`config.mk`:
```
export PLATFORM = sky130hd
export DESIGN_NAME = pkvc_front_flat
export DESIGN_NICKNAME = d
export VERILOG_FILES = /design/src/hdl/assert_macros.svh /design/src/hdl/pkvc_pkg.sv /design/src/hdl/pkvc_if.sv /design/src/hdl/pkvc_front.sv /design/src/flat_wrapper.sv
export SDC_FILE = /design/constraint.sdc
export NUM_CORES = 1
export LEC_CHECK = 0
export ABC_AREA = 1
export BUFFER_PORTS_ARGS = -buffer_cell sky130_fd_sc_hd__buf_4
export CAP_MARGIN = 20
export CORE_AREA = 2 2 113 115
export DETAILED_ROUTE_END_ITERATION = 8
export DIE_AREA = 0 0 115 117
export SYNTH_ARGS = -nofsm -noshare
export SYNTH_HDL_FRONTEND = slang
export SYNTH_SLANG_ARGS = --single-unit
```
`constraint.sdc`:
```
create_clock -name vclk -period 1.5
set_clock_uncertainty 0.15 [all_clocks]
set_input_delay 0.3 -clock vclk [all_inputs]
set_output_delay 0.3 -clock vclk [all_outputs]
set_load 0.01 [all_outputs]
```
`src/hdl/assert_macros.svh`:
```
// ---------------------------------------------------------------------------
// Assertion macros shared by the address generator modules.
// Each macro expects signals named clk and rst_n in the enclosing module.
// ---------------------------------------------------------------------------
`ifndef ASSERT_MACROS_SVH
`define ASSERT_MACROS_SVH

// Clocked property, switched off while reset is asserted.
`define PKVC_ASSERT(label, prop, msg) \
  label: assert property (@(posedge clk) disable iff (!rst_n) (prop)) else $error(msg);

// Antecedent implies consequent in the same cycle.
`define PKVC_ASSERT_SAME(label, ante, cons, msg) \
  `PKVC_ASSERT(label, (ante) |-> (cons), msg)

// Antecedent implies consequent in the following cycle.
`define PKVC_ASSERT_NEXT(label, ante, cons, msg) \
  `PKVC_ASSERT(label, (ante) |=> (cons), msg)

`endif

```
`src/hdl/pkvc_pkg.sv`:
```
// ---------------------------------------------------------------------------
// pkvc_pkg
// Types and fixed constants of the paged KV-cache tile address generator.
// ---------------------------------------------------------------------------
`timescale 1ns / 1ps

package pkvc_pkg;

  // Field widths of the item and result words.
  localparam int WORD_W    = 32;
  localparam int BATCH_W   = 5;
  localparam int SLOT_W    = 6;
  localparam int PHYS_W    = 20;
  localparam int HEAD_W    = 6;
  localparam int CFG_IDX_W = 3;

  // Widest narrow operand of the shared multiplier (block_tiles).
  localparam int MUL_B_W = 11;

  // Quotient bits retired per divider cycle.
  localparam int DIV_RADIX_BITS = 2;

  // Heads per request are capped at this figure.
  localparam int RESULT_LIMIT = 64;

  localparam logic [WORD_W-1:0] ALL_ONES = '1;

  // Address modes.
  localparam logic [1:0] MODE_DIRECT = 2'd0;
  localparam logic [1:0] MODE_CONTIG = 2'd1;
  localparam logic [1:0] MODE_PAGED  = 2'd2;

  // Configuration register indexes.
  typedef enum logic [CFG_IDX_W-1:0] {
    CFG_ADDRESS_MODE       = 3'd0,
    CFG_WIDTH_TILES        = 3'd1,
    CFG_HEAD_COUNT         = 3'd2,
    CFG_SEQ_TILES          = 3'd3,
    CFG_BLOCK_ROWS         = 3'd4,
    CFG_BLOCK_TILES        = 3'd5,
    CFG_POSITION_MODULO    = 3'd6,
    CFG_BATCH_STRIDE_TILES = 3'd7
  } cfg_index_t;

  typedef struct packed {
    logic [1:0]        address_mode;
    logic [8:0]        width_tiles;
    logic [6:0]        head_count;
    logic [15:0]       seq_tiles;
    logic [15:0]       block_rows;
    logic [10:0]       block_tiles;
    logic [WORD_W-1:0] position_modulo;
    logic [WORD_W-1:0] batch_stride_tiles;
  } cfg_t;

  // Class of a queued word, decided by the front end.
  typedef enum logic [2:0] {
    OP_WRITE  = 3'd0,
    OP_SKIP   = 3'd1,
    OP_DIRECT = 3'd2,
    OP_CONTIG = 3'd3,
    OP_PAGED  = 3'd4,
    OP_FAULT  = 3'd5
  } op_t;

  typedef struct packed {
    op_t               op;
    logic [BATCH_W-1:0] batch;
    logic [SLOT_W-1:0]  slot;
    logic [PHYS_W-1:0]  phys;
    logic [WORD_W-1:0]  value;
  } entry_t;

  // Divider request and response.
  typedef struct packed {
    logic              start;
    logic [WORD_W-1:0] dividend;
    logic [WORD_W-1:0] divisor;
  } div_req_t;

  typedef struct packed {
    logic              done;
    logic [WORD_W-1:0] quotient;
    logic [WORD_W-1:0] remainder;
  } div_rsp_t;

endpackage

```
`src/hdl/pkvc_if.sv`:
```
// ---------------------------------------------------------------------------
// pkvc_if
// Valid/ready channels for input words and result words.
// ---------------------------------------------------------------------------
`timescale 1ns / 1ps

interface pkvc_in_if;
  logic                         valid;
  logic                         ready;
  logic                         action;
  logic [pkvc_pkg::BATCH_W-1:0] batch_index;
  logic [pkvc_pkg::SLOT_W-1:0]  block_slot;
  logic [pkvc_pkg::PHYS_W-1:0]  physical_block;
  logic [pkvc_pkg::WORD_W-1:0]  position;
  logic [pkvc_pkg::WORD_W-1:0]  start_tile;

  modport source (
    output valid, action, batch_index, block_slot, physical_block, position, start_tile,
    input  ready
  );
  modport sink (
    input  valid, action, batch_index, block_slot, physical_block, position, start_tile,
    output ready
  );
endinterface


```
`src/hdl/pkvc_front.sv`:
```
// ---------------------------------------------------------------------------
// pkvc_front
// Accepts input words, classifies them and drops those without effect.
// ---------------------------------------------------------------------------
`timescale 1ns / 1ps

module pkvc_front #(
  parameter int MAX_BATCH               = 32,
  parameter int MAX_BLOCKS_PER_SEQUENCE = 64
) (
  pkvc_in_if.sink          in_ch,
  input  pkvc_pkg::cfg_t   cfg,
  input  logic             q_full,
  output logic             push,
  output pkvc_pkg::entry_t entry
);
  import pkvc_pkg::*;

  logic batch_ok;
  logic slot_ok;
  logic keep;

  assign in_ch.ready = !q_full;

  assign batch_ok = (WORD_W'(in_ch.batch_index) < WORD_W'(MAX_BATCH));
  assign slot_ok  = (WORD_W'(in_ch.block_slot) < WORD_W'(MAX_BLOCKS_PER_SEQUENCE));

  // Classify the word.
  always_comb begin
    entry.batch = in_ch.batch_index;
    entry.slot  = in_ch.block_slot;
    entry.phys  = in_ch.physical_block;
    entry.value = in_ch.position;
    keep        = 1'b1;
    if (!in_ch.action) begin
      // Table writes outside the table are ignored.
      entry.op = OP_WRITE;
      keep     = batch_ok && slot_ok;
    end else begin
      // A request with no heads has no results and no side effects.
      keep = (cfg.head_count != '0);
      if (in_ch.position == ALL_ONES) begin
        entry.op = OP_SKIP;
      end else if (cfg.address_mode == MODE_CONTIG) begin
        entry.op = OP_CONTIG;
      end else if (cfg.address_mode == MODE_PAGED) begin
        entry.op = batch_ok ? OP_PAGED : OP_FAULT;
      end else begin
        entry.op    = OP_DIRECT;
        entry.value = in_ch.start_tile;
      end
    end
  end

  assign push = in_ch.valid && !q_full && keep;

endmodule

```
`src/flat_wrapper.sv`:
```
// flat-port wrapper written by rule: the top's interface ports become plain ports
module pkvc_front_flat import pkvc_pkg::*;
#(
  parameter int MAX_BATCH               = 32,
  parameter int MAX_BLOCKS_PER_SEQUENCE = 64
)
  (cfg, q_full, push, entry, in_ch_valid, in_ch_action, in_ch_batch_index, in_ch_block_slot, in_ch_physical_block, in_ch_position, in_ch_start_tile, in_ch_ready);
  pkvc_in_if in_ch_i ();
  input  pkvc_pkg::cfg_t cfg;
  input  logic q_full;
  output logic push;
  output pkvc_pkg::entry_t entry;
  input wire logic [$bits(in_ch_i.valid)-1:0] in_ch_valid;
  input wire logic [$bits(in_ch_i.action)-1:0] in_ch_action;
  input wire logic [$bits(in_ch_i.batch_index)-1:0] in_ch_batch_index;
  input wire logic [$bits(in_ch_i.block_slot)-1:0] in_ch_block_slot;
  input wire logic [$bits(in_ch_i.physical_block)-1:0] in_ch_physical_block;
  input wire logic [$bits(in_ch_i.position)-1:0] in_ch_position;
  input wire logic [$bits(in_ch_i.start_tile)-1:0] in_ch_start_tile;
  output wire logic [$bits(in_ch_i.ready)-1:0] in_ch_ready;
  assign in_ch_i.valid = in_ch_valid;
  assign in_ch_i.action = in_ch_action;
  assign in_ch_i.batch_index = in_ch_batch_index;
  assign in_ch_i.block_slot = in_ch_block_slot;
  assign in_ch_i.physical_block = in_ch_physical_block;
  assign in_ch_i.position = in_ch_position;
  assign in_ch_i.start_tile = in_ch_start_tile;
  assign in_ch_ready = in_ch_i.ready;
  pkvc_front #(.MAX_BATCH(MAX_BATCH), .MAX_BLOCKS_PER_SEQUENCE(MAX_BLOCKS_PER_SEQUENCE)) u_core (.in_ch(in_ch_i), .cfg(cfg), .q_full(q_full), .push(push), .entry(entry));
endmodule
```
Yosys cells after proc, flatten, opt, wreduce, memory -nomap -nowiden --
Index checks and enable logic that the tools add are counted.
Cells by class: multiplexer cells 9, equality and inequality tests 3, reduce and logical (&&, ||, !) cells 4
Operator list (count):
- two-way mux 32 bit | 4
- == test 32 bit (second input constant) | 1
- two-way mux 3 bit | 4
- nonzero test 7 bit | 1
- == test 2 x 1 -> 1 bit (second input constant) | 1
- == test 2 bit (second input constant) | 1
- logical AND 1 bit | 2
- zero test 1 bit | 1
- two-way mux 1 bit | 1
Word-level totals: bits in registers 0

Logic depth before layout (Yosys ltp) --
Gate-level depths: netlist of the first run.
depth after elaboration 5, gate-level depth with buffers 10, mapped depth without buffers 9

Worst setup path after synthesis of the first run --
No wires, ideal clock.
kind in2out, start point input in_ch_position[29], end point output entry[16] in the netlist's numbering, buffers on the path 1, data required time 1.050 ns, path slack 0.017 ns, stages 9, arrival time 1.033 ns, cell sequence nand2_1 nor2_1 nand2_1 nor2_2 nand2_2 buf_6 nand2_1 nand2_1 nand2_1
RTL lines:
- start, declared | line flat_wrapper.sv:18 | input wire logic [$bits(in_ch_i.position)-1:0] in_ch_position;
- end, declared | line flat_wrapper.sv:12 | output pkvc_pkg::entry_t entry;

==> results of run 1 <==
-- power breakdown --
part / switching (mW) / internal (mW) / leakage [nW]
combinational: 0.466 / 0.539 / 1.88
clock: 0 / 0 / 0
sequential: 0 / 0 / 0
-- logic make-up after synthesis --
kind of cell	share of synthesized area
compound gates	0.00840
buf+inv	0.328
simple gates	0.664
-- final cells by class --
cell class                 instances  area [um2]  share of cell area
inverter                          37         139              0.0417
multi-input combinational        271        1400               0.420
tap                              150         188              0.0563
timing repair buffer             165        1610               0.482
-- cell usage after synthesis --
| library cell | n |
|---|---|
| buf_6 | 6 |
| buf_4 | 38 |
| clkbuf_1 | 2 |
| nand2_1 | 217 |
| nor4_1 | 2 |
| nor2_2 | 5 |
| nand3_1 | 32 |
| inv_1 | 5 |
| clkinv_1 | 30 |
| a21oi_1 | 1 |
| nand2_4 | 2 |
| clkbuf_8 | 2 |
| nand2_2 | 2 |
| a21oi_2 | 1 |
| nor2_1 | 9 |
| buf_2 | 2 |
| inv_2 | 2 |
-- per-stage QoR --
| stage | cells | utilization | setup TNS, ns | setup slack, ns |
|---|---|---|---|---|
| detailed placement | 613 | 0.216 | -14.76 | -0.473 |
| CTS | 620 | 0.249 | -10.13 | -0.309 |
| floorplan | 358 | - | 0 | 0.0168 |
| global route | 623 | 0.271 | -13.12 | -0.416 |
| global placement | 613 | 0.216 | -14.67 | -0.469 |
| finish | 623 | 0.271 | -10.44 | -0.339 |
-- timing repair --
item / CTS / global route
endpoints found under the setup margin: 36 / 36
cloned: 2 / 2
buffers inserted: 13 / 2
pin swaps: 32 / 16
gates resized for setup: 87 / 60
-- how the worst max path moves through the flow --
stage                                  start   endpoint  slack, ns  cells past startpoint
after global routing      in_ch_position[19]   entry[6]      -0.42                     11
final                     in_ch_position[19]   entry[1]      -0.34                     11
after detailed placement   in_ch_position[3]  entry[28]      -0.47                     12
after global placement     in_ch_position[3]  entry[28]      -0.47                     12
after floorplan           in_ch_position[29]  entry[16]       0.02                      9
after CTS                  in_ch_position[7]   entry[6]      -0.31                     11
-- routing by layer --
layer  part of all wire  wire length (um)  vias to the layer above  track usage
met4              0.011                85                        2       0.0120
met1               0.44              3400                     1055        0.137
li1                   -                 -                     1264            -
met5             0.0021                16                        -            0
met2               0.47              3670                      109        0.198
met3              0.076               591                       16       0.0144
==> results.toml, run 1 <==
[outcome]
status = "finished with violations"
violations = "negative setup slack"

[worst_hold_path]
hold_path.class = "in2out"
min_path_cells = 0
hp-start = "in_ch_physical_block[12]"
hold_end = "entry[44]"

[floorplan]
rows = 41
fp.dieW_um = 115
initial_core_util = 0.133
die_h_um = 117
design.die.area_um2 = 13500
core-area_um2 = 12300
io_pins = 291

[cells_and_area]
final_cell_area_um2 = 3330
n_sequential_cell = 0
area_delta_synth_final_pct = 103
fill_cells = 1361
clock_buffers = 0
mostFrequentLayoutCells = "nand2_1 (171), buf_4 (106), buf_6 (40)"
nets = 698
final_common_cell = "nand2_1"
drive_gt1_frac = 0.486
regArea_um2 = 0
n_antenna_cell = 0

[global_routing]
grt_pass1_vias = 2303
grt-ovfl-total = 0
antenna_found_initial = 1
grt_pass1_wl_mm = 11.5
grt_max_degree = 21
grtUsageTotal = 0.107

[sta]
fin_ws_ns = -0.339
min_period_ns = 1.84
fin_crit_sh = 1.23
max_freq_ghz = 0.544
timing.hold.ws_ns = 0.450
hold_viol = 0
tightest_slew_ns = 0.248
rsz0062_at_grt = "yes"
setup_viol = 35
max_slew_margin = 0.834
slew_violations = 0

[detailed_routing]
drtAntennaViolNets = 0
drt_iter0_drc = 122
wl_per_cell_um = 12.5
drc = 0
vias_per_cell = 3.93
dr.pass1.iters = 4
num_vias = 2446
drt-total-wl_mm = 7.76

[setup_path]
slowest_stage = "nor2_4"
critPathTopFamily = "simple AND/OR/NAND/NOR gates"
critPathMostFrequentCell = "nand2_2"
critPathKind = "in2out"
critPathMaxFanout = 5
endpoint_kind = "primary output"
crit_chain = "buf_8 -> nand2_4 -> nor2_4 -> nand2_2 -> nor2_4 -> nand2_8 -> buf_12 -> nand2_2 -> nand2_1 -> nand2_2 -> buf_6"
startpoint_type = "primary input"
worstPathRequired_ns = 1.05
cp_slowest_stage_delay_ns = 0.16
arrival_ns = 1.39
crit_buf_inv = 3

[placement]
io_buffers = 113
placed_area_um2 = 2650
finalWeightedCongestion = 0.745
hpwlAfterDp_mm = 5.53

[logic_synthesis]
ys_seq_area_frac = 0
ys_types = 17
yosys.area.top_type = "nand2_1"
syn_nets = 581
synth_cells = 358
synth_area_leaders = "nand2_1 (50%), buf_4 (17%), nand3_1 (9.8%), clkinv_1 (6.9%), buf_6 (4.1%)"
synth_warnings = 0
syn_area_um2 = 1640
synth.top_cell.area_share = 0.497
avgSynthCellArea_um2 = 4.57

[power_and_ir_drop]
design_power_total_mw = 1.00
ir_worst_vdd_mv = 0.137
power_density_nw_per_um2 = 302
p_leak_nw = 1.88

[clock_network]
cts_hold_buf = 0

[run]
maxCapViolations = 0
(Power assumes the default switching activity.)
==> run 2: changes to the inputs <==
Clock period 1.5 ns to 1.9 ns, I/O delays scaled along.
==> results.toml, run 2 (same netlist as run 1, synthesis figures left out) <==
[worst_hold_path]
min_path_cells = 0
hold_path.class = "in2out"

[detailed_routing]
wl_met3_um = 696
drc = 0
wl_met1_mm = 3.13
drt_iter0_drc = 82
dr.pass1.iters = 4
num_vias = 2381
wl_per_cell_um = 12.3
route.met2.wl_mm = 3.71
vias_per_cell = 3.85
drt-total-wl_mm = 7.61
top_layer = "met5"
drtAntennaViolNets = 0

[cells_and_area]
n_antenna_cell = 0
fill_cells = 1417
area_delta_synth_final_pct = 97.8
regArea_um2 = 0
clock_buffers = 0
drive_gt1_frac = 0.498
nets = 693
stdcell_count = 618
mostFrequentLayoutCells = "nand2_1 (162), buf_4 (109), nand2_2 (40)"
final_common_cell = "nand2_1"
n_sequential_cell = 0

[floorplan]
die_h_um = 117
core-area_um2 = 12300
design.die.area_um2 = 13500
fp.dieW_um = 115
io_pins = 291
initial_core_util = 0.133
rows = 41

[power_and_ir_drop]
ir_worst_vdd_mv = 0.0971
p_leak_nw = 1.84
power_density_nw_per_um2 = 238

[global_routing]
grt_pass1_vias = 2152
antenna_found_initial = 1
grtUsageTotal = 0.102
grt-ovfl-total = 0
grt_max_degree = 35
grt_pass1_wl_mm = 11.0

[sta]
min_period_ns = 1.99
hold_viol = 0
fin_ws_ns = -0.0909
tightest_slew_ns = 0.340
max_freq_ghz = 0.502
slew_violations = 0
setup_viol = 33
fin_crit_sh = 1.05
rsz0062_at_grt = "yes"
max_slew_margin = 0.771

[setup_path]
startpoint_type = "primary input"
critPathTopFamily = "simple AND/OR/NAND/NOR gates"
crit_chain = "buf_6 -> nand2_4 -> nor2_4 -> nand2_2 -> nor2_4 -> nand2_8 -> clkbuf_16 -> nand2_1 -> nand2_1 -> nand2_1 -> buf_4"
crit_buf_inv = 3
critPathKind = "in2out"
slowest_stage = "clkbuf_16"
critPathMaxFanout = 6
cp_slowest_stage_delay_ns = 0.18
arrival_ns = 1.46
critPathMostFrequentCell = "nand2_1"
cp.depth = 11
endpoint_kind = "primary output"
worstPathRequired_ns = 1.37

[outcome]
status = "finished with violations"
violations = "negative setup slack"

[placement]
io_buffers = 113
dp_worst_setup_slack_ns = -0.184
dp_cells = 612
hpwlAfterDp_mm = 5.32
finalWeightedCongestion = 0.699

[run]
maxCapViolations = 0
==> run 2: worst paths after layout <==
check / startpoint / to
worst min-delay path: in_ch_physical_block[5] / entry[37]
worst max-delay path: in_ch_position[23] / entry[6]
==> run 2: power breakdown <==
group          switching [mW]  leakage, nW  internal, mW
combinational           0.359         1.84         0.412
sequential                  0            0             0
clock                       0            0             0
total                   0.359         1.84         0.412
==> run 2: per-layer routing <==
layer / track usage / vias to the layer above
met5: 0 / -
met3: 0.0191 / 12
met2: 0.193 / 95
met4: 0.00964 / 2
met1: 0.125 / 1022
li1: - / 1250
==> run 2: layout make-up <==
class	instances	area (um2)	area share
multi-input combinational	271	1400	0.431
timing repair buffer	160	1520	0.468
inverter	37	139	0.0429
tap	150	188	0.0579
==> run 2: repair_timing <==
action | CTS | global route
endpoints found under the setup margin | 35 | 36
pin swaps | 6 | 29
resized for setup | 73 | 61
hold buffers | 0 | 0
gates cloned | 1 | 3
setup buffers | 4 | 1
==> run 2: through the flow <==
stage                     TNS [ns]  hold WS (ns)   util  instance area [um2]  total power, mW
after floorplan                  0         0.661      -                 1640            0.370
after global placement       -5.63         0.610  0.217                 2670            0.661
after detailed placement     -4.69         0.610  0.217                 2670            0.661
after CTS                   -0.788         0.610  0.242                 2980            0.722
after global routing         -4.87         0.610  0.263                 3240            0.854
final                        -2.12         0.610  0.263                 3240            0.771
==> run 3: changes to the inputs <==
Settings changed: ABC_AREA 1 to unset, CORE_AREA 2 2 113 115 to 2 2 114 116, DIE_AREA 0 0 115 117 to 0 0 116 118, REMOVE_ABC_BUFFERS set to 1.
==> results.toml, run 3 <==
[detailed_routing]
vias_per_cell = 3.05
wl_per_cell_um = 18.7
num_vias = 1082
drt_iter0_drc = 23
drtAntennaViolNets = 0
drc = 0
drt-total-wl_mm = 6.62
dr.pass1.iters = 4

[power_and_ir_drop]
p_comb_frac = 1.000
power_density_nw_per_um2 = 246
sw_frac_of_total = 0.334
p_int_uw = 327
p_clk_frac = 0
p_sw_uw = 164
ir_worst_vdd_mv = 0.0828
p_leak_nw = 0.965
power_frac_seq = 0

[cells_and_area]
stdcell_count = 355
regArea_um2 = 0
nets = 405
clock_buffers = 0
final_cell_area_um2 = 2000
drive_gt1_frac = 0.906
n_sequential_cell = 0
mostFrequentLayoutCells = "buf_4 (84), buf_6 (39), mux2_4 (30)"
final_common_cell = "buf_4"
area_delta_synth_final_pct = 120
final_util = 0.161

[floorplan]
fp.dieW_um = 116
design.die.area_um2 = 13700
die_h_um = 118
core-area_um2 = 12400
io_pins = 291
rows = 41
initial_core_util = 0.0730

[logic_synthesis]
synth_commonest_cells = "buf_4 (31), mux2_4 (30), nand4_1 (8)"
synth_cells = 89
synth.top_cell.area_share = 0.497
yosys.cell_count.top_type = "buf_4"
ys_types = 17
synth_warnings = 0
yosys.area.top_type = "mux2_4"
avgSynthCellArea_um2 = 10.2
ys_seq_area_frac = 0
syn_area_um2 = 906
synth_area_leaders = "mux2_4 (50%), buf_4 (26%), nand4_1 (5.5%), buf_6 (3.7%), mux2_2 (2.5%)"

[placement]
dp_cells = 348
io_buffers = 113
finalWeightedCongestion = 0.702
placed_area_um2 = 1800

[sta]
timing.hold.ws_ns = 0.610
min_period_ns = 2.32
tightest_slew_ns = 0.237
fin_crit_sh = 1.22
hold_viol = 0
setup_viol = 35
setup_tns_ns = -13.73
rsz0062_at_grt = "yes"
max_slew_margin = 0.840
max_freq_ghz = 0.430
slew_violations = 0
fin_ws_ns = -0.424

[outcome]
status = "finished with violations"
violations = "negative setup slack"

[setup_path]
arrival_ns = 1.79
endpoint_kind = "primary output"
startpoint_type = "primary input"
worstPathRequired_ns = 1.37
critPathKind = "in2out"
critPathMaxFanout = 18

[global_routing]
grtUsageTotal = 0.0890
grt_pass1_wl_mm = 8.36
grt-ovfl-total = 0
grt_pass1_vias = 1200
grt_max_degree = 19
antenna_found_initial = 6

[worst_hold_path]
hold_end = "entry[50]"
min_path_cells = 0
hp-start = "in_ch_physical_block[18]"
hold_path.class = "in2out"

[clock_network]
cts_hold_buf = 0

[run]
maxCapViolations = 0
==> run 3: per-stage QoR <==
step / total power, mW / setup WS [ns]
floorplan: 0.175 / -1.13
global placement: 0.441 / -0.564
detailed placement: 0.446 / -0.552
CTS: 0.499 / -0.458
global route: 0.522 / -0.503
finish: 0.491 / -0.424
==> run 3: cells by family after synthesis <==
| group | Yosys count | synth area share |
|---|---|---|
| buffers and inverters | 35 | 0.298 |
| multiplexers | 32 | 0.522 |
| AND/OR/NAND/NOR | 20 | 0.162 |
| AO/OA/AOI/OAI | 2 | 0.0180 |
==> run 3: metal layers <==
layer | part of all wire | up-vias | GRT usage | routed length (um)
met2 | 0.39 | 105 | 0.127 | 2570
met1 | 0.32 | 433 | 0.0884 | 2120
met5 | 0.0033 | - | 0 | 22
li1 | - | 484 | - | -
met4 | 0.12 | 4 | 0.0945 | 805
met3 | 0.17 | 56 | 0.0448 | 1110
==> run 3: worst max-delay path, cell delays in order <==
cell     delay [ns]
buf_4          0.11
nand4_1        0.19
nor4_4         0.06
buf_4          0.15
a21oi_4        0.19
buf_12         0.22
mux2_2         0.35
buf_4          0.14
==> run 3: layout make-up <==
cell class | count | area, um2
inverters | 1 | 3.75
well taps | 172 | 215
multi-input cells | 54 | 659
repair buffers | 125 | 1110
fillers | 1412 | 10400
diodes | 3 | 7.51
==> run 3: power groups by stage <==
stage	logic (mW)	clock network, mW	registers [mW]
after global placement	0.441	0	0
after global routing	0.522	0	0
after floorplan	0.175	0	0
after CTS	0.499	0	0
after detailed placement	0.446	0	0
final	0.491	0.000000211	0
==> run 3: timing repair <==
item                                    4_1_cts  5_1_grt
gates resized for setup                      42        2
endpoints found under the setup margin       35       35
buffers inserted                              2        2
pin swaps                                     5        3
==> run 3: worst max path at each step <==
stage,from,end,slack (ns),cells past startpoint
4_1_cts,in_ch_position[0],entry[0],-0.46,9
2_1_floorplan,in_ch_position[23],entry[26],-1.13,4
6_report,in_ch_position[26],entry[31],-0.42,8
3_5_place_dp,in_ch_position[27],entry[0],-0.55,7
5_1_grt,in_ch_position[26],entry[31],-0.50,8
3_3_place_gp,in_ch_position[27],entry[1],-0.56,7
