<file path="src/hdl/assert_macros.svh">
// ---------------------------------------------------------------------------
// Assertion macros shared by the address generator modules.
// Each macro expects signals named clk and rst_n in the enclosing module.
// ---------------------------------------------------------------------------
`ifndef ASSERT_MACROS_SVH
`define ASSERT_MACROS_SVH

// Clocked property, switched off while reset is asserted.
`define PKVC_ASSERT(label, prop, msg) \
  label: assert property (@(posedge clk) disable iff (!rst_n) (prop)) else $error(msg);

// Antecedent implies consequent in the same cycle.
`define PKVC_ASSERT_SAME(label, ante, cons, msg) \
  `PKVC_ASSERT(label, (ante) |-> (cons), msg)

// Antecedent implies consequent in the following cycle.
`define PKVC_ASSERT_NEXT(label, ante, cons, msg) \
  `PKVC_ASSERT(label, (ante) |=> (cons), msg)

`endif

</file>
<file path="src/hdl/pkvc_pkg.sv">
// ---------------------------------------------------------------------------
// pkvc_pkg
// Types and fixed constants of the paged KV-cache tile address generator.
// ---------------------------------------------------------------------------
`timescale 1ns / 1ps

package pkvc_pkg;

  // Field widths of the item and result words.
  localparam int WORD_W    = 32;
  localparam int BATCH_W   = 5;
  localparam int SLOT_W    = 6;
  localparam int PHYS_W    = 20;
  localparam int HEAD_W    = 6;
  localparam int CFG_IDX_W = 3;

  // Widest narrow operand of the shared multiplier (block_tiles).
  localparam int MUL_B_W = 11;

  // Quotient bits retired per divider cycle.
  localparam int DIV_RADIX_BITS = 2;

  // Heads per request are capped at this figure.
  localparam int RESULT_LIMIT = 64;

  localparam logic [WORD_W-1:0] ALL_ONES = '1;

  // Address modes.
  localparam logic [1:0] MODE_DIRECT = 2'd0;
  localparam logic [1:0] MODE_CONTIG = 2'd1;
  localparam logic [1:0] MODE_PAGED  = 2'd2;

  // Configuration register indexes.
  typedef enum logic [CFG_IDX_W-1:0] {
    CFG_ADDRESS_MODE       = 3'd0,
    CFG_WIDTH_TILES        = 3'd1,
    CFG_HEAD_COUNT         = 3'd2,
    CFG_SEQ_TILES          = 3'd3,
    CFG_BLOCK_ROWS         = 3'd4,
    CFG_BLOCK_TILES        = 3'd5,
    CFG_POSITION_MODULO    = 3'd6,
    CFG_BATCH_STRIDE_TILES = 3'd7
  } cfg_index_t;

  typedef struct packed {
    logic [1:0]        address_mode;
    logic [8:0]        width_tiles;
    logic [6:0]        head_count;
    logic [15:0]       seq_tiles;
    logic [15:0]       block_rows;
    logic [10:0]       block_tiles;
    logic [WORD_W-1:0] position_modulo;
    logic [WORD_W-1:0] batch_stride_tiles;
  } cfg_t;

  // Class of a queued word, decided by the front end.
  typedef enum logic [2:0] {
    OP_WRITE  = 3'd0,
    OP_SKIP   = 3'd1,
    OP_DIRECT = 3'd2,
    OP_CONTIG = 3'd3,
    OP_PAGED  = 3'd4,
    OP_FAULT  = 3'd5
  } op_t;

  typedef struct packed {
    op_t               op;
    logic [BATCH_W-1:0] batch;
    logic [SLOT_W-1:0]  slot;
    logic [PHYS_W-1:0]  phys;
    logic [WORD_W-1:0]  value;
  } entry_t;

  // Divider request and response.
  typedef struct packed {
    logic              start;
    logic [WORD_W-1:0] dividend;
    logic [WORD_W-1:0] divisor;
  } div_req_t;

  typedef struct packed {
    logic              done;
    logic [WORD_W-1:0] quotient;
    logic [WORD_W-1:0] remainder;
  } div_rsp_t;

endpackage

</file>
<file path="src/hdl/pkvc_queue.sv">
// ---------------------------------------------------------------------------
// pkvc_queue
// Short FIFO of classified words between the front end and the back end.
// ---------------------------------------------------------------------------
`timescale 1ns / 1ps
`include "assert_macros.svh"

module pkvc_queue #(
  parameter int DEPTH = 2
) (
  input  logic             clk,
  input  logic             rst_n,
  input  logic             push,
  input  pkvc_pkg::entry_t push_data,
  input  logic             pop,
  output pkvc_pkg::entry_t head,
  output logic             full,
  output logic             empty
);
  import pkvc_pkg::*;

  localparam int PW = (DEPTH > 1) ? $clog2(DEPTH) : 1;
  localparam int CW = $clog2(DEPTH + 1);

  entry_t         mem_r [DEPTH];
  logic [PW-1:0]  wr_ptr_r, wr_ptr_nxt;
  logic [PW-1:0]  rd_ptr_r, rd_ptr_nxt;
  logic [CW-1:0]  count_r, count_nxt;

  assign full  = (count_r == CW'(DEPTH));
  assign empty = (count_r == '0);
  assign head  = mem_r[rd_ptr_r];

  // Pointer and fill-count update.
  always_comb begin
    wr_ptr_nxt = wr_ptr_r;
    rd_ptr_nxt = rd_ptr_r;
    count_nxt  = count_r;
    if (push) begin
      wr_ptr_nxt = (wr_ptr_r == PW'(DEPTH - 1)) ? '0 : wr_ptr_r + PW'(1);
    end
    if (pop) begin
      rd_ptr_nxt = (rd_ptr_r == PW'(DEPTH - 1)) ? '0 : rd_ptr_r + PW'(1);
    end
    if (push && !pop) begin
      count_nxt = count_r + CW'(1);
    end else if (pop && !push) begin
      count_nxt = count_r - CW'(1);
    end
  end

  always_ff @(posedge clk) begin
    if (!rst_n) begin
      wr_ptr_r <= '0;
      rd_ptr_r <= '0;
      count_r  <= '0;
    end else begin
      wr_ptr_r <= wr_ptr_nxt;
      rd_ptr_r <= rd_ptr_nxt;
      count_r  <= count_nxt;
    end
  end

  // Storage carries no reset.
  always_ff @(posedge clk) begin
    if (push) begin
      mem_r[wr_ptr_r] <= push_data;
    end
  end

  `PKVC_ASSERT_SAME(a_pop_not_empty, pop, !empty, "queue popped while empty")

endmodule

</file>
<file path="config.mk">
export PLATFORM = sky130hd
export DESIGN_NAME = pkvc_queue
export DESIGN_NICKNAME = d
export VERILOG_FILES = /design/src/hdl/pkvc_pkg.sv /design/src/hdl/pkvc_queue.sv
export VERILOG_INCLUDE_DIRS = /design/src /design/src/hdl
export SDC_FILE = /design/constraint.sdc
export NUM_CORES = 1
export LEC_CHECK = 0
export ABC_CLOCK_PERIOD_IN_PS = 6400
export BUFFER_PORTS_ARGS = -buffer_cell sky130_fd_sc_hd__buf_4
export CORE_MARGIN = 4
export CORE_UTILIZATION = 30
export CTS_CLUSTER_SIZE = 10
export DETAILED_ROUTE_END_ITERATION = 16
export MAX_ROUTING_LAYER = met4
export PLACE_DENSITY = 0.54
export SLEW_MARGIN = 20
export SYNTH_ARGS = -nofsm -noshare
export SYNTH_HDL_FRONTEND = slang
export SYNTH_SLANG_ARGS = --single-unit
</file>
<file path="constraint.sdc">
create_clock -name clk -period 6.4 [get_ports clk]
set_input_delay 1.28 -clock clk [delete_from_list [all_inputs] [get_ports clk]]
set_output_delay 1.28 -clock clk [all_outputs]
set_load 0.01 [all_outputs]
</file>
After elaboration in Yosys (flattened, before gate mapping):

Memories as Yosys holds them, arrays and structs flattened. A register that Yosys moved wholly into a read port is not among the register bits.
Cells that the tools add are included.

* $add $sub $neg: 4
* equality and inequality tests: 1
* multiplexer cells: 8
* reductions and logical operators: 6

Operators with widths (number)
* 1-bit 2-to-1 mux: 6
* 2-bit 2-to-1 mux: 2
* 1-bit adder, second input constant: 2
* 2-bit by 1-bit adder with 2-bit output, second input constant: 1
* 2-bit == test, second input constant: 1
* 1-bit logical AND: 2
* 1-bit zero test: 2
* 2-bit zero test: 1
* 2-bit nonzero test: 1
* 2-bit by 1-bit subtractor with 2-bit output, second input constant: 1

* bits in registers: 4
* RAM bits: 132
* input bits: 70
* output and inout bits: 68
* memories: 1

Memory list
* mem_r: depth 2, width 66, read ports 1, clocked after Yosys merged registers in 1, write ports 1, RTL line pkvc_queue.sv:25 `entry_t mem_r [DEPTH];`

Depth between registers and ports, before layout:

Gate-level depths: netlist of run 1.

* word-level depth: 4
* mapped depth: 5

Least setup slack after synthesis of run 1:

OpenSTA, ideal clock, no wires.

* kind: input-to-reg
* start: in push
* end: mem mem_r[0][0] (netlist bit), enable pin
* setup time: 499 ps
* arrival time: 4211 ps
* required time: 5901 ps
* path slack: 1690 ps
* stages: 1
* path buffers: 0
* cells stage by stage: nor2b_1

* cells in the longest elaborated chain, start to end: 2

RTL lines
* start, declared: RTL line pkvc_queue.sv:13 `input logic push,`
* 1-bit 2-to-1 mux: RTL line pkvc_queue.sv:66 `if (push) begin`
* 1-bit 2-to-1 mux (implied by the code): RTL line pkvc_queue.sv:67 `mem_r[wr_ptr_r] <= push_data;`
* end, declared: RTL line pkvc_queue.sv:25

No other way between the ends.

==> run metrics, run 1 <==
status finished, final reports clean; placed cell area 6250 µm²; clock sinks 137; ANT cells 0; r2r startpoint wr_ptr_r; internal reg-to-reg setup slack 4.51 ns; DIE AREA roughly 19000 µm²; area share of the largest cell type after synthesis 79.5%; initial DRC count 144; crit-path max cell delay 0.96 ns; post-synth top area cell edfxtp_1; Clock Skew 0.00374 ns; highest fanout seen on the critical path 66; CP Launch Type flip-flop; Core Box Area about 16000 µm²; CP cell instances mux2_2 > buf_4; Cell variety after synth 18; clk buf depth 2; worst reg2reg path depth 2; input/output buffers between 100 and 150; endpoints failing hold 0; CTS resizes 0; Max Cap Viol 0; Finished Cell Area 6770 µm²; CTS root buffer clkbuf_16; Detail Placement HPWL between 5000 and 6000 µm; Slew headroom 35.1%; hold_sp count_r[1]; setup TNS 0 ns; Post-Route WL 9530 µm; Syn Area/Cell 22.0 µm²; Pleak 2.50 nW; nets between 400 and 500; initial antenna violation count 0; required time at the worst-slack endpoint roughly 5.1 ns; Clk Latency, worst-skew pair 0.41 ns; DR top layer met4; routability cong. 0.678; Syn Inst Count 227; via count 2553; synth-to-layout area growth 35.6%; number of synthesized flops with an enable pin approximately 130; H-tree levels 4; vias in the first global route 2822; cts bufs inserted 17; Syn Std Cell Area 4990 µm²; layout cells sized above 1 59.6%; Placed Cells 574; post-CTS setup buffers 0; TritonCTS clock tree done; met3 WL 681 µm; Max Clk Rate 0.307 GHz; residual DRC count 0; Yosys reg bits 137; Via density 4.22; largest cells by area after synthesis edfxtp_1 79%, mux2_2 15%, dfxtp_1 2.0%; Synth warnings 0; minimum clock period between 3 and 4 ns; Period Utilization, post-route about half; critical path class reg -> out; pin count of the biggest net entering global routing 67; main flop type after synthesis edfxtp_1; Worst Tran Pin Value 0.974 ns; end of the worst register-to-register path mem_r[0][25]; initial core utilization 31.0%; endpoint class of the critical path primary output; power per cell area 318 nW/µm²; drt pass-1 iters 5; die height 137 µm; fill count 1497; Pins Over Slew Limit 0; met2 wire len about 4800 µm; maximum vdd drop around 0.17 mV; post-synthesis sequential area ratio 81.5%; wire length on met1 3920 µm; GRT Util Overall 10.8%; Routed WL per cell between 15 and 20 µm; cell row count 46; chip width 137 µm; FFs w/ async S/R, synth 0%; Worst-path clk slew 0.05 ns; slowest CP cell dfxtp_4; IO Count 138; leading cell types in the layout, fill and taps excluded 138 x buf_4, 132 x edfxtp_1, 66 x mux2_2; Cell Count, Final, Fillers Out between 600 and 700; hold-fix buffers at CTS 0; Hold/Removal Path Class reg -> reg; Post-DRT Antenna Nets 0; first-pass GRT wire length roughly 15000 µm; Hold Path Stages 2; syn_nets 298; Core Util, Final 42.0%; RSZ-0062 raised after global routing false; Hold Crit Endpoint count_r[1]; Arr. time, crit path 1.98 ns; Setup violations, final 0; gr ovfl total 0; commonest non-fill, non-tap cell in the layout buf_4
[area by class of cell]
cell class / instances / area [µm²] / share of cell area [%]
clock buffers: 20 / 437 / 6.45
repair buffers: 138 / 1040 / 15.3
multi-input cells: 82 / 868 / 12.8
inverters: 1 / 3.75 / 0.0555
flip-flops and latches: 137 / 4070 / 60.1
well taps: 216 / 270 / 3.99
clock inverters: 11 / 82.6 / 1.22
[flip-flops by register name, summed over array words and instances (netlist names), named ones only]
| register | count |
|---|---|
| mem_r | 132 |
| count_r | 2 |
| rd_ptr_r | 1 |
| wr_ptr_r | 1 |
[synthesized netlist by cell type, drive strengths merged, types with 2 or more instances]
library cell	n
dfxtp	5
and2	4
buf	7
mux2	66
xor2	2
nor2b	2
edfxtp	132
[worst max-delay path, delay by kind of cell, from the launching register on]
family / cells / cell delay, ns
mux: 1 / 0.44
flops: 1 / 0.96
buf+inv: 1 / 0.15
[worst max path at each step]
stage / cells past startpoint / start / end / slack [ns]
2_1_floorplan: 1 / push / mem_r[0][0] / 1.69
3_3_place_gp: 3 / push / mem_r[0][23] / 3.39
3_5_place_dp: 3 / push / mem_r[0][39] / 3.38
4_1_cts: 2 / flip-flop / head[10] / 3.06
5_1_grt: 2 / flip-flop / head[10] / 3.01
6_report: 2 / flip-flop / head[10] / 3.14
[power by group]
group	leakage [nW]	total (W)	internal (W)	switching [W]
Clock	0.246	0.000867	0.000523	0.000344
Sequential	1.28	0.00106	0.00104	0.0000270
Combinational	0.974	0.000221	0.000129	0.0000913
Total	2.50	0.00215	0.00169	0.000463
[layer usage]
metal | GRT usage (%) | vias up
li1 | - | 1192
met1 | 12.4 | 1260
met2 | 16.9 | 86
met4 | 4.82 | 0
met3 | 4.15 | 15
met5 | - | -
[kinds of logic after synthesis]
| group | share of synthesized area (%) |
|---|---|
| AND/OR/NAND/NOR | 1.13 |
| adder cells (fa/ha/maj) | 0.251 |
| buffers and inverters | 1.33 |
| flip-flops | 81.5 |
| AO/OA/AOI/OAI | 0.401 |
| XOR/XNOR | 0.527 |
| multiplexers | 14.9 |
[stage by stage]
step / worst slack, ns / hold slack (ns) / power (W)
2_1_floorplan: 1.69 / 0.466 / 0.00119
3_3_place_gp: 3.39 / 0.477 / 0.00131
3_5_place_dp: 3.38 / 0.497 / 0.00131
4_1_cts: 3.06 / 0.504 / 0.00218
5_1_grt: 3.01 / 0.513 / 0.00225
6_report: 3.14 / 0.504 / 0.00215
Power figures use the tool's default switching activity.
==> inputs of run 2 (changes only) <==
--- a/config.mk
+++ b/config.mk
@@ -6,14 +6,14 @@
 export SDC_FILE = /design/constraint.sdc
 export NUM_CORES = 1
 export LEC_CHECK = 0
-export ABC_CLOCK_PERIOD_IN_PS = 6400
+export ABC_CLOCK_PERIOD_IN_PS = 2850
 export BUFFER_PORTS_ARGS = -buffer_cell sky130_fd_sc_hd__buf_4
 export CORE_MARGIN = 4
 export CORE_UTILIZATION = 30
 export CTS_CLUSTER_SIZE = 10
 export DETAILED_ROUTE_END_ITERATION = 16
 export MAX_ROUTING_LAYER = met4
-export PLACE_DENSITY = 0.54
+export PLACE_DENSITY = 0.56
 export SLEW_MARGIN = 20
 export SYNTH_ARGS = -nofsm -noshare
 export SYNTH_HDL_FRONTEND = slang
==> constraint.sdc (replaced) <==
create_clock -name clk -period 2.85 [get_ports clk]
set_input_delay 0.57 -clock clk [delete_from_list [all_inputs] [get_ports clk]]
set_output_delay 0.57 -clock clk [all_outputs]
set_load 0.01 [all_outputs]
==> run 2 against run 1 <==
Compared with the run above: sequential share of layout area down 0.31 points; setup slack worse by 2.6 ns; register-to-register slack worse by 3.1 ns.
==> run metrics, run 2 (synthesis gave the netlist of run 1 again) <==
status finished, final reports clean; crit-path max cell delay 0.49 ns; initial core utilization 31.0%; residual DRC count 0; clock sinks 137; CTS root buffer clkbuf_16; largest registers mem_r (132), count_r (2); input/output buffers 137; H-tree levels 4; DIE AREA about 19000 µm²; die height between 100 and 150 µm; Finished Cell Area 6800 µm²; endpoint class of the critical path primary output; Worst-path clk slew 0.06 ns; hold-fix buffers at CTS 0; initial antenna violation count 0; Arr. time, crit path 1.74 ns; pin count of the biggest net entering global routing 68; routability cong. 0.707; initial DRC count 176; leading cell types in the layout, fill and taps excluded 138 x buf_4, 132 x edfxtp_1, 66 x mux2_2; CP Launch Type flip-flop; Clock Skew 0.00438 ns; RSZ-0062 raised after global routing false; Routed WL per cell 16.2 µm; commonest non-fill, non-tap cell in the layout buf_4; Max Cap Viol 0; CP cell instances buf_4 > mux2_2 > buf_4; total power between 0.004 and 0.005 W; endpoints failing hold 0; TritonCTS clock tree done; cts bufs inserted 17; vias in the first global route 2840; clk buf depth 2; Core Box Area 16100 µm²; ANT cells 0; GRT Util Overall 11.2%; power per cell area 697 nW/µm²; Via density between 4 and 5; Pleak 2.53 nW; critical path class reg -> out; Placed Cells 577; placed cell area 6310 µm²; Pins Over Slew Limit 0; post-CTS setup buffers 0; Period Utilization, post-route 81.0%; Setup violations, final 0; CP most frequent cell buf_4; Largest register FFs 132; Slew headroom 70.7%; maximum vdd drop between 0.3 and 0.4 mV; slowest CP cell dfxtp_4; Hold/Removal Path Class in -> reg; fill count approximately 1500; chip width between 100 and 150 µm; Cell Count, Final, Fillers Out about 600; Post-Route WL 9820 µm; register name with the most flops mem_r; synth-to-layout area growth 36.3%; drt pass-1 iters 4; via count 2590; nets 451; gr ovfl total 0; Post-DRT Antenna Nets 0; Worst Tran Pin Value 0.439 ns; first-pass GRT wire length 14900 µm; Clk Latency, worst-skew pair about 0.41 ns; highest fanout seen on the critical path 18; Detail Placement HPWL 6470 µm; IO Count 138; cell row count 46; required time at the worst-slack endpoint 2.28 ns; Crit path max-delay family flip-flops; minimum clock period between 2 and 2.5 ns; Core Util, Final 42.2%; Max Clk Rate 0.433 GHz; CTS resizes 0; setup TNS 0 ns; Crit path buffers/inverters 2; layout cells sized above 1 60.2%
[run 2: layer usage]
| metal | wire length, µm | GRT usage [%] |
|---|---|---|
| met1 | 4060 | 12.6 |
| met2 | 4860 | 17.5 |
| met3 | 746 | 4.96 |
| met4 | 159 | 4.38 |
| met5 | 0 | - |
[run 2: metrics by stage]
step / hold slack (ns) / setup WS [ns]
floorplan: 0.466 / 0.0983
global placement: 0.477 / 0.961
detailed placement: 0.499 / 0.936
CTS: 0.315 / 0.477
global route: 0.311 / 0.439
finish: 0.343 / 0.540
[run 2: power by group]
| part | leakage [nW] | switching, W | internal, W |
|---|---|---|---|
| sequential | 1.28 | 0.0000351 | 0.00233 |
| clock | 0.246 | 0.000755 | 0.00108 |
| combinational | 1.00 | 0.000236 | 0.000302 |
[run 2: final cells by class]
class / count / area [µm²] / share of cell area [%]
repair buffers: 141 / 1100 / 16.1
flip-flops and latches: 137 / 4070 / 59.8
clock buffers: 19 / 433 / 6.37
inverters: 1 / 3.75 / 0.0552
well taps: 216 / 270 / 3.97
clock inverters: 12 / 61.3 / 0.902
multi-input cells: 82 / 868 / 12.8
[run 2: worst paths after layout]
check / from / endpoint / slack, ns / cells after the start
worst max-delay path: flip-flop / head[12] / 0.54 / 3
worst min register to register: count_r[1] / count_r[1] / 0.50 / 2
worst min-delay path: push_data[1] / mem_r[0][1] / 0.34 / 1
worst max register to register: wr_ptr_r / mem_r[1][61] / 1.37 / 2
[run 2: worst reg2reg max path: stages (launching register included)]
cell	delay (ns)
dfxtp_1	0.38
and2_4	0.45
buf_12	0.30
==> inputs of run 3 (changes only) <==
--- a/config.mk
+++ b/config.mk
@@ -6,14 +6,15 @@
 export SDC_FILE = /design/constraint.sdc
 export NUM_CORES = 1
 export LEC_CHECK = 0
-export ABC_CLOCK_PERIOD_IN_PS = 2850
+export ABC_AREA = 1
+export ABC_CLOCK_PERIOD_IN_PS = 2200
 export BUFFER_PORTS_ARGS = -buffer_cell sky130_fd_sc_hd__buf_4
 export CORE_MARGIN = 4
 export CORE_UTILIZATION = 30
 export CTS_CLUSTER_SIZE = 10
 export DETAILED_ROUTE_END_ITERATION = 16
 export MAX_ROUTING_LAYER = met4
-export PLACE_DENSITY = 0.56
+export PLACE_DENSITY = 0.53
 export SLEW_MARGIN = 20
 export SYNTH_ARGS = -nofsm -noshare
 export SYNTH_HDL_FRONTEND = slang
==> constraint.sdc (replaced) <==
create_clock -name clk -period 2.2 [get_ports clk]
set_input_delay 0.44 -clock clk [delete_from_list [all_inputs] [get_ports clk]]
set_output_delay 0.44 -clock clk [all_outputs]
set_load 0.01 [all_outputs]
==> run 3 against run 2 <==
Compared with the run above: clock skew increased by 0.0078 ns; sequential power increased by 30%; via count increased by 1.4%; critical path depth unchanged; final area increased by 3.6%; die area increased by 3.1%; non-clock buffer count increased by 2; routed wire length decreased by 1.3%; setup slack got worse by 0.45 ns; synthesized cell count increased by 5.7%; clock power increased by 37%; critical path type unchanged; critical endpoint is now head[3]; largest power group unchanged.
==> run metrics, run 3 <==
required time at the worst-slack endpoint 1.76 ns; multi-input logic area between 900 and 1000 µm²; layout cells sized above 1 58.6%; pin count of the biggest net entering global routing 53; drt pass-1 iters 4; Core Box Area 16700 µm²; Clk Latency, worst-skew pair about 0.4 ns; Syn Inst Count 240; register name with the most flops mem_r; die height 139 µm; Synth warnings 0; Arr. time, crit path between 1.5 and 2 ns; Syn Area/Cell 21.5 µm²; leading cell types in the layout, fill and taps excluded 138 x buf_4, 132 x edfxtp_1, 40 x mux2_4; critical path class reg -> out; CTS resizes 0; initial antenna violation count 0; largest registers mem_r (132), count_r (2); vias in the first global route 3010; FFs w/ async S/R, synth 0%; maximum vdd drop 0.464 mV; largest cells by area after synthesis edfxtp_1 77%, mux2_4 12%, mux2_2 5.7%; post-synth top area cell edfxtp_1; status finished, final reports clean; synth-to-layout area growth 36.7%; r2r startpoint wr_ptr_r; Max Clk Rate 0.474 GHz; Yosys reg bits between 100 and 150; DIE AREA 19300 µm²; endpoints failing hold 0; TritonCTS clock tree done; initial core utilization 30.8%; Routed WL per cell about 15 µm; clk buf depth 2; ANT cells 0; hold-fix buffers at CTS 0; Placed Cells 596; placed cell area 6510 µm²; post-synthesis sequential area ratio 78.9%; first-pass GRT wire length approximately 15000 µm; cell row count 47; area share of the largest cell type after synthesis 76.9%; initial DRC count 141; RSZ-0062 raised after global routing false; Detail Placement HPWL 6520 µm; Cell Count, Final, Fillers Out 628; Via density 4.18; via count 2625; cts bufs inserted 17; H-tree levels 4; gr ovfl total 0; Max Cap Viol 0; post-CTS setup buffers 0; Clock Skew 0.0122 ns; clock sinks 137; Pleak 2.73 nW; most frequent cell after synthesis edfxtp_1; syn_nets 311; commonest non-fill, non-tap cell in the layout buf_4; fill count 1539; CTS root buffer clkbuf_16; Setup violations, final 0; setup TNS 0 ns; chip width 139 µm; Commonest cells post-synth 132 x edfxtp_1, 40 x mux2_4, 26 x mux2_2; input/output buffers 137; CP Launch Type flip-flop; hold_sp push_data[1]; Period Utilization, post-route 95.8%; Finished Cell Area 7040 µm²; total power 0.00627 W; main flop type after synthesis edfxtp_1; number of synthesized flops with an enable pin around 130; Pins Over Slew Limit 0; endpoint class of the critical path primary output; highest fanout seen on the critical path 30; residual DRC count 0; GRT Util Overall 10.6%; Hold Path Stages 1; Hold/Removal Path Class in -> reg; sequential cell area 4070 µm²; Worst Tran Pin Value 0.439 ns; Post-DRT Antenna Nets 0; routability cong. 0.701; worst reg2reg path depth 3; minimum clock period ~2.1 ns; Worst-path clk slew approximately 0.06 ns; Post-Route WL 9690 µm; Cell variety after synth 14; nets 466; Slew headroom 70.7%; IO Count 138; Syn Std Cell Area 5150 µm²; power per cell area 890 nW/µm²; Largest register FFs approximately 130
run 3: cell types whose count changed in the layout (fill, tap and decap cells not counted), sizes merged, moves of 3 or more:
cell | before | now
clkinv | 11 | 4
inv | 1 | 7
and2 | 4 | 0
clkbuf | 19 | 25
nand2 | 0 | 8
clkinvlp | 1 | 4
nor2 | 1 | 9
run 3: kinds of logic (layout without fill, tap and decap cells):
| kind of cell | after synthesis | after routing | synth area share [%] |
|---|---|---|---|
| mux | 66 | 66 | 17.3 |
| fa+ha+maj | 1 | 1 | 0.243 |
| compound gates | 2 | 2 | 0.194 |
| simple gates | 19 | 19 | 1.46 |
| flops | 137 | 137 | 78.9 |
| buf+inv | 15 | 183 | 1.87 |
run 3: final timing paths:
check / slack (ns) / to
max reg2reg: 0.74 / mem_r[1][12]
max: 0.09 / head[3]
min: 0.20 / mem_r[1][1]
min reg2reg: 0.49 / rd_ptr_r
run 3: power by group:
group | internal (W) | total, W | switching (W)
clock | 0.00152 | 0.00252 | 0.000997
sequential | 0.00302 | 0.00306 | 0.0000397
combinational | 0.000391 | 0.000689 | 0.000297
run 3: layout make-up:
cell class                      count  area share [%]
Sequential cell                   137            57.8
Timing Repair Buffer              143            16.1
Multi-Input combinational cell     88            14.2
Clock buffer                       25            6.89
Tap cell                          220            3.91
Clock inverter                      7           0.657
Inverter                            8           0.480
run 3: metrics by stage:
stage,hold WS (ns),util [%],setup slack (ns)
6_report,0.204,42.2,0.0925
5_1_grt,0.187,42.2,0.0262
4_1_cts,0.186,42.2,0.0496
3_5_place_dp,0.492,39.0,0.447
3_3_place_gp,0.479,39.0,0.498
2_1_floorplan,0.463,-,0.307
run 3: metal layers:
metal,vias up,GRT usage (%),wire length [µm]
met5,-,-,0
met4,0,4.17,137
met3,10,4.45,653
met2,91,17.8,5110
met1,1283,11.0,3790
li1,1241,-,-
run 3: critical path, stage by stage (launching register included):
cell and delay, ns:
dfxtp_4 0.46, buf_12 0.24, mux2_2 0.39, buf_4 0.15
